**config.mk**
```make
export PLATFORM = sky130hd
export DESIGN_NAME = tdpt_isqrt
export DESIGN_NICKNAME = d
export VERILOG_FILES = /design/src/design/tdpt_pkg.sv /design/src/design/tdpt_isqrt.sv
export SDC_FILE = /design/constraint.sdc
export NUM_CORES = 1
export LEC_CHECK = 0
export BUFFER_PORTS_ARGS = -buffer_cell sky130_fd_sc_hd__buf_4
export CAP_MARGIN = 10
export CORE_ASPECT_RATIO = 0.5
export CORE_MARGIN = 1.5
export CORE_UTILIZATION = 30
export DETAILED_ROUTE_END_ITERATION = 8
export PLACE_DENSITY = 0.57
export SLEW_MARGIN = 20
export SYNTH_ARGS = -nofsm -noshare
export SYNTH_HDL_FRONTEND = slang
export SYNTH_SLANG_ARGS = --single-unit
export TNS_END_PERCENT = 10
```
**constraint.sdc**
```tcl
create_clock -name clk -period 5.2 [get_ports clk]
set_input_delay 0.78 -clock clk [delete_from_list [all_inputs] [get_ports clk]]
set_output_delay 0.78 -clock clk [all_outputs]
set_load 0.02 [all_outputs]
```
**src/design/tdpt_pkg.sv**
```systemverilog
// Package for the trial-division prime test.
// Holds the status types shared by the sequencer and its arithmetic units.
package tdpt_pkg;

	// Status of the shared remainder unit, valid in the cycle of its last step.
	typedef struct packed {
		logic done;
		logic zero;
	} rem_stat_t;

	// Status of the square-root unit.
	typedef struct packed {
		logic done;
	} sqrt_stat_t;

	// Smallest odd divisor that is ever tried.
	localparam int unsigned FIRST_DIVISOR = 3;

endpackage

```
**src/design/tdpt_isqrt.sv**
```systemverilog
// Iterative integer square root, two radicand bits per cycle.
// Depends on tdpt_pkg for the status type.
module tdpt_isqrt #(
	parameter int unsigned W = 32
) (
	input  logic                   clk,
	input  logic                   arst_n,
	input  logic                   start,
	input  logic [W-1:0]           value,
	output tdpt_pkg::sqrt_stat_t   stat,
	output logic [(W+1)/2-1:0]     root
);
	import tdpt_pkg::*;

	localparam int unsigned SW = (W + 1) / 2;
	localparam int unsigned CW = (SW > 1) ? $clog2(SW) : 1;

	logic              busy_q;
	logic [CW-1:0]     cnt_q;
	logic [2*SW-1:0]   val_q;
	logic [SW:0]       rem_q;
	logic [SW-1:0]     root_q;
	logic [SW+2:0]     rem_sh;
	logic [SW+2:0]     trial;
	logic              fits;
	logic [SW:0]       rem_next;
	logic [SW-1:0]     root_next;

	always_comb begin
		rem_sh    = {rem_q, val_q[2*SW-1 -: 2]};
		trial     = {1'b0, root_q, 2'b01};
		fits      = rem_sh >= trial;
		rem_next  = fits ? (SW+1)'(rem_sh - trial) : rem_sh[SW:0];
		root_next = {root_q[SW-2:0], fits};
	end

	assign stat.done = busy_q && (cnt_q == '0);
	assign root      = root_next;

	always_ff @(posedge clk or negedge arst_n) begin
		if (!arst_n) begin
			busy_q <= 1'b0;
			cnt_q  <= '0;
		end else if (start) begin
			busy_q <= 1'b1;
			cnt_q  <= CW'(SW - 1);
		end else if (busy_q) begin
			if (cnt_q == '0) begin
				busy_q <= 1'b0;
			end else begin
				cnt_q <= cnt_q - 1'b1;
			end
		end
	end

	always_ff @(posedge clk) begin
		if (start) begin
			val_q  <= (2*SW)'(value);
			rem_q  <= '0;
			root_q <= '0;
		end else if (busy_q) begin
			val_q  <= {val_q[2*SW-3:0], 2'b00};
			rem_q  <= rem_next;
			root_q <= root_next;
		end
	end

endmodule

```
-- Word level (Yosys, flattened, before mapping)
Cells that the tools add are included.
- logic and storage cells: 22
- bits in registers: 70
- output and inout bits: 17
- input bits: 35
- mux-type cells: 9
- reduce and logical (&&, ||, !) cells: 4
- equal/unequal tests: 1
- $lt $le $gt $ge: 1
- add/sub/neg operators: 2
- operators by type and width (kind ; count):
    2-to-1 mux 32 bit ; 2
    >= comparator 19 x 18 -> 1 bit ; 1
    2-to-1 mux 17 bit ; 1
    subtractor 17 bit ; 1
    2-to-1 mux 4 bit ; 3
    logical NOT 4 bit ; 1
    subtractor 4 x 1 -> 4 bit, second input constant ; 1
    2-to-1 mux 1 bit ; 3
    != test 2 bit, second input constant ; 1
    AND reduction 2 bit ; 1
    nonzero test 2 bit ; 1
    logical AND 1 bit ; 1

-- Logic depth before layout (Yosys ltp)
Gate-level depths: netlist of the first run.
- depth in word-level cells: 4
- depth in mapped cells: 11
- gate-level depth less buffers: 9

-- Worst setup path after synthesis of the first run
No wires, ideal clock.
- path type: reg-to-output
- start point: register root_q[9]
- end point: output port root[0]
- data arrival time: 2.183 ns
- path slack: 2.237 ns
- path buffers: 3
- cell stages (with the launch flop): 11
- data required time: 4.420 ns
- cell sequence: dfxtp_1 > inv_1 > ha_1 > buf_6 > and4_1 > and2_1 > a221o_1 > nor3_4 > inv_2 > buf_6 > buf_4
- longest elaborated chain between the ends: 1
- RTL lines (what ; RTL line ; source):
    start, declared ; tdpt_isqrt.sv:22 ; logic [SW-1:0] root_q;
    start signal, assigned ; tdpt_isqrt.sv:64 ; root_q <= root_next;
    >= comparator 19 x 18 -> 1 bit ; tdpt_isqrt.sv:32 ; fits = rem_sh >= trial;
    end, declared ; tdpt_isqrt.sv:11 ; output logic [(W+1)/2-1:0] root
No other way between the ends.

-- Final worst setup path of the first run
- start point: register root_q[14]
- end point: output port root[0]
The elaborated chain is that of the path after synthesis.

==> impl_metrics.env, run 1 <==
export IMPL_start_util_pct=31.1
export IMPL_finalPower_mw=2.49
export IMPL_hold_path_class="in2async"
export IMPL_finalSetupTns_ns=0
export IMPL_grt_pass1_vias=2875
export IMPL_antenna_found_initial=0
export IMPL_p_leak_nw=2.00
export IMPL_fp_coreArea_um2=12800
export IMPL_p_per_area_nw_per_um2=530
export IMPL_drive_above_1_share_pct=24.8
export IMPL_final_common_cell="buf_4"
export IMPL_required_ns=4.42
export IMPL_first_iter_violations=118
export IMPL_dp_hpwl_um=5790
export IMPL_syn_avg_cell_area_um2=10.1
export IMPL_cts_buffers=9
export IMPL_grt_max_degree=67
export IMPL_routed_wl_um=8620
export IMPL_max_stage_delay_ns=0.38
export IMPL_path_common_cell="buf_4"
export IMPL_wl_per_cell_um=14.3
export IMPL_via_per_inst=4.90
export IMPL_max_slew_margin_pct=48.3
export IMPL_post_route_period_util_pct=67.9
export IMPL_die_y_um=84.3
export IMPL_dp_cells=586
export IMPL_grt_total_usage_pct=13.0
export IMPL_synth_ff_latch_count=70
export IMPL_synth_top_area_share_pct=24.2
export IMPL_ir_drop_mv=0.190
export IMPL_critPathTopFamily="compound AO/OA/AOI/OAI gates"
export IMPL_place_ws_ns=2.04
export IMPL_cts_max_level=3
export IMPL_antennaDiodeCount=0
export IMPL_synth_edf_count=32
export IMPL_report_final_slew_viol_count=0
export IMPL_setup_worst_path_class="reg2out"
export IMPL_worstMarginPinSlew_ns=0.776
export IMPL_synth_distinct_cells=61
export IMPL_clk_pin_slew_ns=0.06
export IMPL_ant_nets=0
export IMPL_die_area_um2=14000
export IMPL_cts_setup_buffers=0
export IMPL_end_kind="primary output"
export IMPL_postCtsHoldBufs=0
export IMPL_stdcell_count=602
export IMPL_drc=0
export IMPL_cts_root_buffer="clkbuf_16"
export IMPL_yosysSeqAreaShare_pct=44.0
export IMPL_cp_start_kind="register"
export IMPL_synth_top_area_cell="edfxtp_1"
export IMPL_clock_skew_ns=0.00621
export IMPL_report_final_hold_viol_count=0
export IMPL_gp_congestion=0.840
export IMPL_tritoncts="done"
export IMPL_dr_pass1_iters=5
export IMPL_synthCells=394
export IMPL_clkLatencyLatePin_ns=0.33
export IMPL_timing_reg2reg_setup_slack_ns=2.48
export IMPL_ios=52
export IMPL_fin_ws_ns=1.67
export IMPL_status="completed"
export IMPL_async_reset_ff_share_pct=7.14
export IMPL_cts_max_path_buffers=2
export IMPL_cts_sinks=70
export IMPL_port_buffers=51
export IMPL_timing_fmax_mhz=283
export IMPL_arrival_ns=2.75
export IMPL_period_minus_slack_ns=3.53
export IMPL_crit_slowest_cell="dfxtp_1"
export IMPL_setup_viol=0
export IMPL_core_rowCount=29
export IMPL_cts_resized=0
export IMPL_cp_max_fo=18
export IMPL_syn_num_nets=448
export IMPL_yosysWarningCount=0
export IMPL_vias=2948
export IMPL_syn_cell_area_um2=3970
export IMPL_layout_common_cells="buf_4, nor2_1, dfxtp_1, edfxtp_1"
export IMPL_hold_slack_ns=0.237
export IMPL_gr_total_overflow=0
export IMPL_layout_nets=481
export IMPL_grt_pass1_wl_um=14400
export IMPL_cap_violations=0
export IMPL_synth_area_leaders="edfxtp_1, dfxtp_1, mux2_2, ha_1, nor2_1"
export IMPL_rsz0062_at_grt="false"
export IMPL_ys_flop_type="dfxtp_1"
export IMPL_fillers=1300
export IMPL_path_cells="inv_1 > ha_1 > a21o_1 > a211o_1 > a221o_1 > nor3_4 > buf_4 > inv_2 > buf_4"
export IMPL_syn2layout_area_growth_pct=18.5
export IMPL_fp_dieW_um=166
export IMPL_critical_path_buf_inv_count=4
## per-layer routing
layer	global-route usage [%]	vias to the layer above	wire length, um
li1	-	1479	-
met1	17.1	1394	4260
met2	19.7	65	3730
met4	3.85	0	106
met3	5.04	10	526
met5	0	-	0
## flip-flops by register name, indices dropped and copies added (netlist names)
register  count
val_q        32
cnt_q         4
busy_q        1
rem_q        17
root_q       16
## Yosys cell counts, types with 4 or more instances
cell      number
mux2_2        30
nand4_1        7
nand2_1       30
nand2b_1       5
nor2_1        43
o21ai_0        8
mux2i_1       15
xnor2_1       10
nor3_1         4
o211ai_1       5
nand3_1        6
inv_1         27
a311oi_1       7
dfxtp_1       33
dfrtp_1        5
a21oi_1       16
ha_1          19
edfxtp_1      32
clkbuf_1      10
buf_4         17
and3_1         4
a21o_1         4
## worst register-to-register path, cell delays in order, from the launching register on
cell and delay [ns]:
dfxtp_1 0.38, inv_1 0.07, ha_1 0.37, a21o_1 0.20
a211o_1 0.29, a221o_1 0.30, nor3_4 0.18, buf_4 0.24
inv_2 0.19, o211a_1 0.18, a2111oi_2 0.22
## through the flow
stage / utilization (%) / instance area (um^2)
after CTS: 36.8 / 4700
after global placement: 34.3 / 4390
after global routing: 36.8 / 4700
final: 36.8 / 4700
after detailed placement: 34.3 / 4390
after floorplan: - / 3970
## cell type report
type                       instances  area [um^2]  share of cell area, %
tap                              170          213                   4.53
sequential                        70         1750                   37.2
timing repair buffer              54          405                   8.63
clock inverter                     7         88.8                   1.89
multi-input combinational        263         1910                   40.7
inverter                          29          109                   2.32
clock buffer                       9          225                   4.79
## power by group
| part | internal [mW] | switching (mW) | total (mW) | leakage [nW] |
|---|---|---|---|---|
| logic | 0.485 | 0.625 | 1.11 | 1.19 |
| clock network | 0.416 | 0.241 | 0.657 | 0.149 |
| registers | 0.666 | 0.0575 | 0.723 | 0.661 |
| total | 1.57 | 0.923 | 2.49 | 2.00 |
## worst paths after layout
path,start,end,cells past startpoint
max,root_q[14],root[0],9
min,arst_n,cnt_q[3],1
max reg2reg,root_q[14],rem_q[10],10
min reg2reg,rem_q[2],rem_q[4],2
max in group asynchronous,arst_n,cnt_q[1],1
min in group clk,rem_q[2],rem_q[4],2
## logic make-up after synthesis
group,after synthesis,share of synthesized area (%)
simple gates,114,13.9
compound gates,72,13.1
flops,70,44.0
buf+inv,61,7.76
mux,46,12.6
fa+ha+maj,19,5.99
xor+xnor,12,2.65
Note: power is estimated with default switching activity, not from simulation.
==> run 2: changes to the inputs <==
==> constraint.sdc (replaced) <==
create_clock -name clk -period 3.5 [get_ports clk]
set_input_delay 0.525 -clock clk [delete_from_list [all_inputs] [get_ports clk]]
set_output_delay 0.525 -clock clk [all_outputs]
set_load 0.02 [all_outputs]
==> run 2 against run 1 <==
Sequential power rose by 48%. Die area stayed put. Critical path depth decreased by 1. Wire length is 1.1% lower. Sequential share of layout area decreased by 0.089 points. Count of clock-buffer cells in the layout up 2.
==> impl_metrics.env, run 2 (synthesis results as in run 1) <==
export IMPL_status="completed"
export IMPL_finalSetupTns_ns=0
export IMPL_ios=52
export IMPL_die_area_um2=14000
export IMPL_place_ws_ns=0.807
export IMPL_cts_buffers=9
export IMPL_report_final_hold_viol_count=0
export IMPL_die_y_um=84.3
export IMPL_report_final_slew_viol_count=0
export IMPL_top_layer_used="met4"
export IMPL_finalPower_mw=3.67
export IMPL_worstMarginPinSlew_ns=0.783
export IMPL_vias=2929
export IMPL_fillers=1297
export IMPL_post_route_period_util_pct=88.0
export IMPL_ant_nets=0
export IMPL_antenna_found_initial=0
export IMPL_arrival_ns=2.55
export IMPL_max_slew_margin_pct=47.8
export IMPL_cts_resized=0
export IMPL_gp_congestion=0.837
export IMPL_setup_viol=0
export IMPL_syn2layout_area_growth_pct=18.8
export IMPL_cp_max_fo=18
export IMPL_critPathTopFamily="compound AO/OA/AOI/OAI gates"
export IMPL_met1_length_um=4280
export IMPL_p_leak_nw=2.01
export IMPL_dp_hpwl_um=5660
export IMPL_routed_wl_um=8530
export IMPL_port_buffers=51
export IMPL_fin_ws_ns=0.421
export IMPL_largest_register_ffs=32
export IMPL_critical_path_buf_inv_count=3
export IMPL_postCtsHoldBufs=1
export IMPL_route_met2_wl_um=3620
export IMPL_ir_drop_mv=0.297
export IMPL_end_kind="primary output"
export IMPL_hold_path_class="in2reg"
export IMPL_clk_pin_slew_ns=0.06
export IMPL_dp_cells=587
export IMPL_fp_coreArea_um2=12800
export IMPL_fin_util_pct=36.9
export IMPL_drc=0
export IMPL_clock_skew_ns=0.00543
export IMPL_rsz0062_at_grt="false"
export IMPL_cts_root_buffer="clkbuf_16"
export IMPL_setup_worst_path_class="reg2out"
export IMPL_grt_pass1_wl_um=14300
export IMPL_grt_pass1_vias=2887
export IMPL_cts_max_level=3
export IMPL_max_stage_delay_ns=0.38
export IMPL_required_ns=2.97
export IMPL_cap_violations=0
export IMPL_fp_dieW_um=166
export IMPL_final_common_cell="buf_4"
export IMPL_first_iter_violations=188
export IMPL_tritoncts="done"
export IMPL_period_minus_slack_ns=3.08
export IMPL_stdcell_count=604
export IMPL_cts_sinks=70
export IMPL_reg_top3="val_q x32, rem_q x17, root_q x16"
export IMPL_wl_per_cell_um=14.1
export IMPL_layout_nets=483
export IMPL_dr_pass1_iters=4
export IMPL_crit_slowest_cell="dfxtp_1"
export IMPL_cts_max_path_buffers=2
export IMPL_antennaDiodeCount=0
export IMPL_cts_setup_buffers=0
export IMPL_grt_total_usage_pct=12.9
export IMPL_cp_start_kind="register"
export IMPL_clkLatencyLatePin_ns=0.33
export IMPL_grt_max_degree=66
export IMPL_p_per_area_nw_per_um2=779
export IMPL_gr_total_overflow=0
export IMPL_timing_fmax_mhz=325
export IMPL_dr_wl_met3_um=539
export IMPL_via_per_inst=4.85
export IMPL_core_rowCount=29
export IMPL_drive_above_1_share_pct=25.1
export IMPL_layout_common_cells="buf_4, nor2_1, dfxtp_1, edfxtp_1"
export IMPL_largest_register="val_q"
export IMPL_start_util_pct=31.1
export IMPL_path_cells="inv_1 > ha_1 > a21o_1 > a211o_1 > a221o_1 > nor3_4 > inv_2 > buf_4"
[run 2: power breakdown]
| part | internal [mW] | switching [mW] | total (mW) |
|---|---|---|---|
| Combinational | 0.722 | 0.923 | 1.65 |
| Sequential | 0.989 | 0.0860 | 1.07 |
| Clock | 0.590 | 0.359 | 0.949 |
[run 2: area by class of cell]
type                       instances  area (um^2)  area share, %
multi-input combinational        263         1910           40.6
sequential                        70         1750           37.1
timing repair buffer              56          423           8.98
clock buffer                      11          253           5.37
tap                              170          213           4.52
inverter                          29          109           2.31
clock inverter                     5         55.1           1.17
[run 2: final timing paths]
kind,startpoint,to,slack [ns],cells after the start
min in group asynchronous,arst_n,cnt_q[2],0.53,2
worst min register to register,rem_q[2],rem_q[4],0.50,2
worst min-delay path,value[1],val_q[1],0.48,2
worst max register to register,root_q[14],rem_q[1],0.79,9
max in group asynchronous,arst_n,cnt_q[0],2.86,2
worst max-delay path,root_q[14],root[0],0.42,8
[run 2: metal layers]
metal  vias to the layer above  global-route usage [%]
li1                       1484                       -
met1                      1369                    17.1
met2                        68                    19.5
met3                         8                    4.71
met4                         0                    3.69
met5                         -                       0
[run 2: per-stage QoR]
stage | hold WS [ns] | cell area [um^2]
CTS | 0.463 | 4710
global placement | 0.332 | 4390
detailed placement | 0.332 | 4390
global route | 0.468 | 4710
floorplan | 0.229 | 3970
finish | 0.477 | 4710
==> run 3: changes to the inputs <==
==> constraint.sdc (replaced) <==
create_clock -name clk -period 3.03 [get_ports clk]
set_input_delay 0.4545 -clock clk [delete_from_list [all_inputs] [get_ports clk]]
set_output_delay 0.4545 -clock clk [all_outputs]
set_load 0.02 [all_outputs]
==> run 3 against run 2 <==
Core utilization is 0.088 points lower. Sequential cell count stayed put. Cell count is 0.50% higher. Critical path type unchanged. Largest cell class unchanged. Register-to-register slack worse by 0.45 ns. Count of clock-buffer cells in the layout is 1 lower. Die area stayed put. Critical endpoint unchanged.
==> impl_metrics.env, run 3 (synthesis results as in run 1) <==
export IMPL_status="completed"
export IMPL_rsz0062_at_grt="false"
export IMPL_p_leak_nw=2.01
export IMPL_grt_pass1_vias=2923
export IMPL_syn2layout_area_growth_pct=18.5
export IMPL_end_kind="primary output"
export IMPL_setup_viol=0
export IMPL_via_per_inst=4.88
export IMPL_dp_hpwl_um=5790
export IMPL_cts_max_level=3
export IMPL_cts_sinks=70
export IMPL_worstMarginPinSlew_ns=0.777
export IMPL_pwr_share_clk_pct=22.6
export IMPL_dr_pass1_iters=4
export IMPL_fin_util_pct=36.8
export IMPL_ir_drop_mv=0.292
export IMPL_hold_slack_ns=0.401
export IMPL_period_minus_slack_ns=2.90
export IMPL_final_common_cell="buf_4"
export IMPL_wl_per_cell_um=14.4
export IMPL_switching_share_pct=38.1
export IMPL_finalPower_mw=4.15
export IMPL_dp_cells=589
export IMPL_routed_wl_um=8760
export IMPL_timing_fmax_mhz=345
export IMPL_clk_pin_slew_ns=0.06
export IMPL_grt_total_usage_pct=13.2
export IMPL_clock_skew_ns=0.00482
export IMPL_port_buffers=51
export IMPL_grt_max_degree=66
export IMPL_hold_end="val_q[1]"
export IMPL_clkLatencyLatePin_ns=0.33
export IMPL_post_route_period_util_pct=95.6
export IMPL_core_rowCount=29
export IMPL_cts_root_buffer="clkbuf_16"
export IMPL_hold_path_class="in2reg"
export IMPL_report_final_slew_viol_count=0
export IMPL_die_area_um2=14000
export IMPL_first_iter_violations=166
export IMPL_seqPwrFrac_pct=29.9
export IMPL_ff2ff_path_depth=9
export IMPL_reg_top3="val_q x32, rem_q x17, root_q x16"
export IMPL_p_per_area_nw_per_um2=882
export IMPL_whs_path_depth=2
export IMPL_gp_congestion=0.865
export IMPL_rr_endpoint="rem_q[1]"
export IMPL_cts_max_path_buffers=2
export IMPL_ios=52
export IMPL_required_ns=2.58
export IMPL_cts_buffers=9
export IMPL_largest_register="val_q"
export IMPL_largest_register_ffs=32
export IMPL_comb_power_share_pct=47.5
export IMPL_cp_start_kind="register"
export IMPL_vias=2963
export IMPL_gr_total_overflow=0
export IMPL_layout_nets=486
export IMPL_timing_reg2reg_setup_slack_ns=0.34
export IMPL_p_sw_mw=1.58
export IMPL_antenna_found_initial=0
export IMPL_drc=0
export IMPL_antennaDiodeCount=0
export IMPL_layout_common_cells="buf_4, nor2_1, dfxtp_1, edfxtp_1"
export IMPL_drive_above_1_share_pct=24.9
export IMPL_grt_pass1_wl_um=14700
export IMPL_report_final_hold_viol_count=0
export IMPL_start_util_pct=31.1
export IMPL_tritoncts="done"
export IMPL_intPower_mw=2.57
export IMPL_die_y_um=84.3
export IMPL_arrival_ns=2.44
export IMPL_ant_nets=0
export IMPL_fp_dieW_um=166
export IMPL_max_slew_margin_pct=48.2
export IMPL_stdcell_count=607
export IMPL_cp_max_fo=6
export IMPL_finalSetupTns_ns=0
export IMPL_min_delay_start="value[1]"
export IMPL_fp_coreArea_um2=12800
export IMPL_setup_worst_path_class="reg2out"
export IMPL_cap_violations=0
export IMPL_critPathLaunch="root_q[14]"
export IMPL_worstReg2RegStart="root_q[14]"
==> run 3: changes by cell type in the layout (fill, tap and decap cells not counted), moves of 2 or more <==
cell | before | now
clkinv_1 | 1 | 4
buf_4 | 55 | 57
clkbuf_8 | 2 | 0
inv_4 | 2 | 0
==> run 3: area by class of cell <==
cell class	instances	area, um^2
clock buffers	10	229
clock inverters	6	28.8
fillers	1305	8070
inverters	29	109
multi-input cells	263	1920
flip-flops and latches	70	1750
well taps	170	213
repair buffers	59	458
==> run 3: power groups by stage <==
| stage | sequential [mW] | combinational [mW] | clock (mW) |
|---|---|---|---|
| 6_report | 1.24 | 1.97 | 0.939 |
| 5_1_grt | 1.26 | 2.17 | 1.01 |
| 4_1_cts | 1.24 | 1.93 | 0.971 |
| 3_5_place_dp | 1.26 | 1.92 | 0 |
| 3_3_place_gp | 1.26 | 1.94 | 0 |
| 2_1_floorplan | 1.22 | 1.54 | 0 |
==> run 3: per-stage QoR <==
stage / instance area (um^2) / worst slack, ns
after floorplan: 3970 / 0.393
after global placement: 4420 / 0.381
after detailed placement: 4420 / 0.295
after CTS: 4690 / 0.00970
after global routing: 4700 / 0.0383
final: 4700 / 0.133
==> run 3: layer usage <==
metal	track usage (%)	up-vias	share of wire (%)
met2	20.3	64	43
li1	-	1495	-
met1	17.2	1393	50
met5	0	-	0
met3	4.71	11	5.7
met4	4.34	0	1.3
==> run 3: what timing repair did <==
item	CTS	global route
gates resized for setup	0	1
pin swaps	1	1
setup buffers	0	1
hold buffers	1	0
endpoints found under the hold margin	5	0
endpoints found under the setup margin	1	1
==> run 3: worst max-delay path by stage <==
stage and to:
6_report root[0], 5_1_grt root[0], 4_1_cts root[0], 3_5_place_dp rem_q[10], 3_3_place_gp rem_q[10], 2_1_floorplan root[0]
==> run 3: critical path, cell delays in order, from the launching register on <==
cell and delay [ns]:
dfxtp_1 0.37, inv_1 0.06, ha_1 0.37, a21o_1 0.21, a211o_1 0.30, a221o_1 0.32, nor3_4 0.24, inv_2 0.08
buf_4 0.16
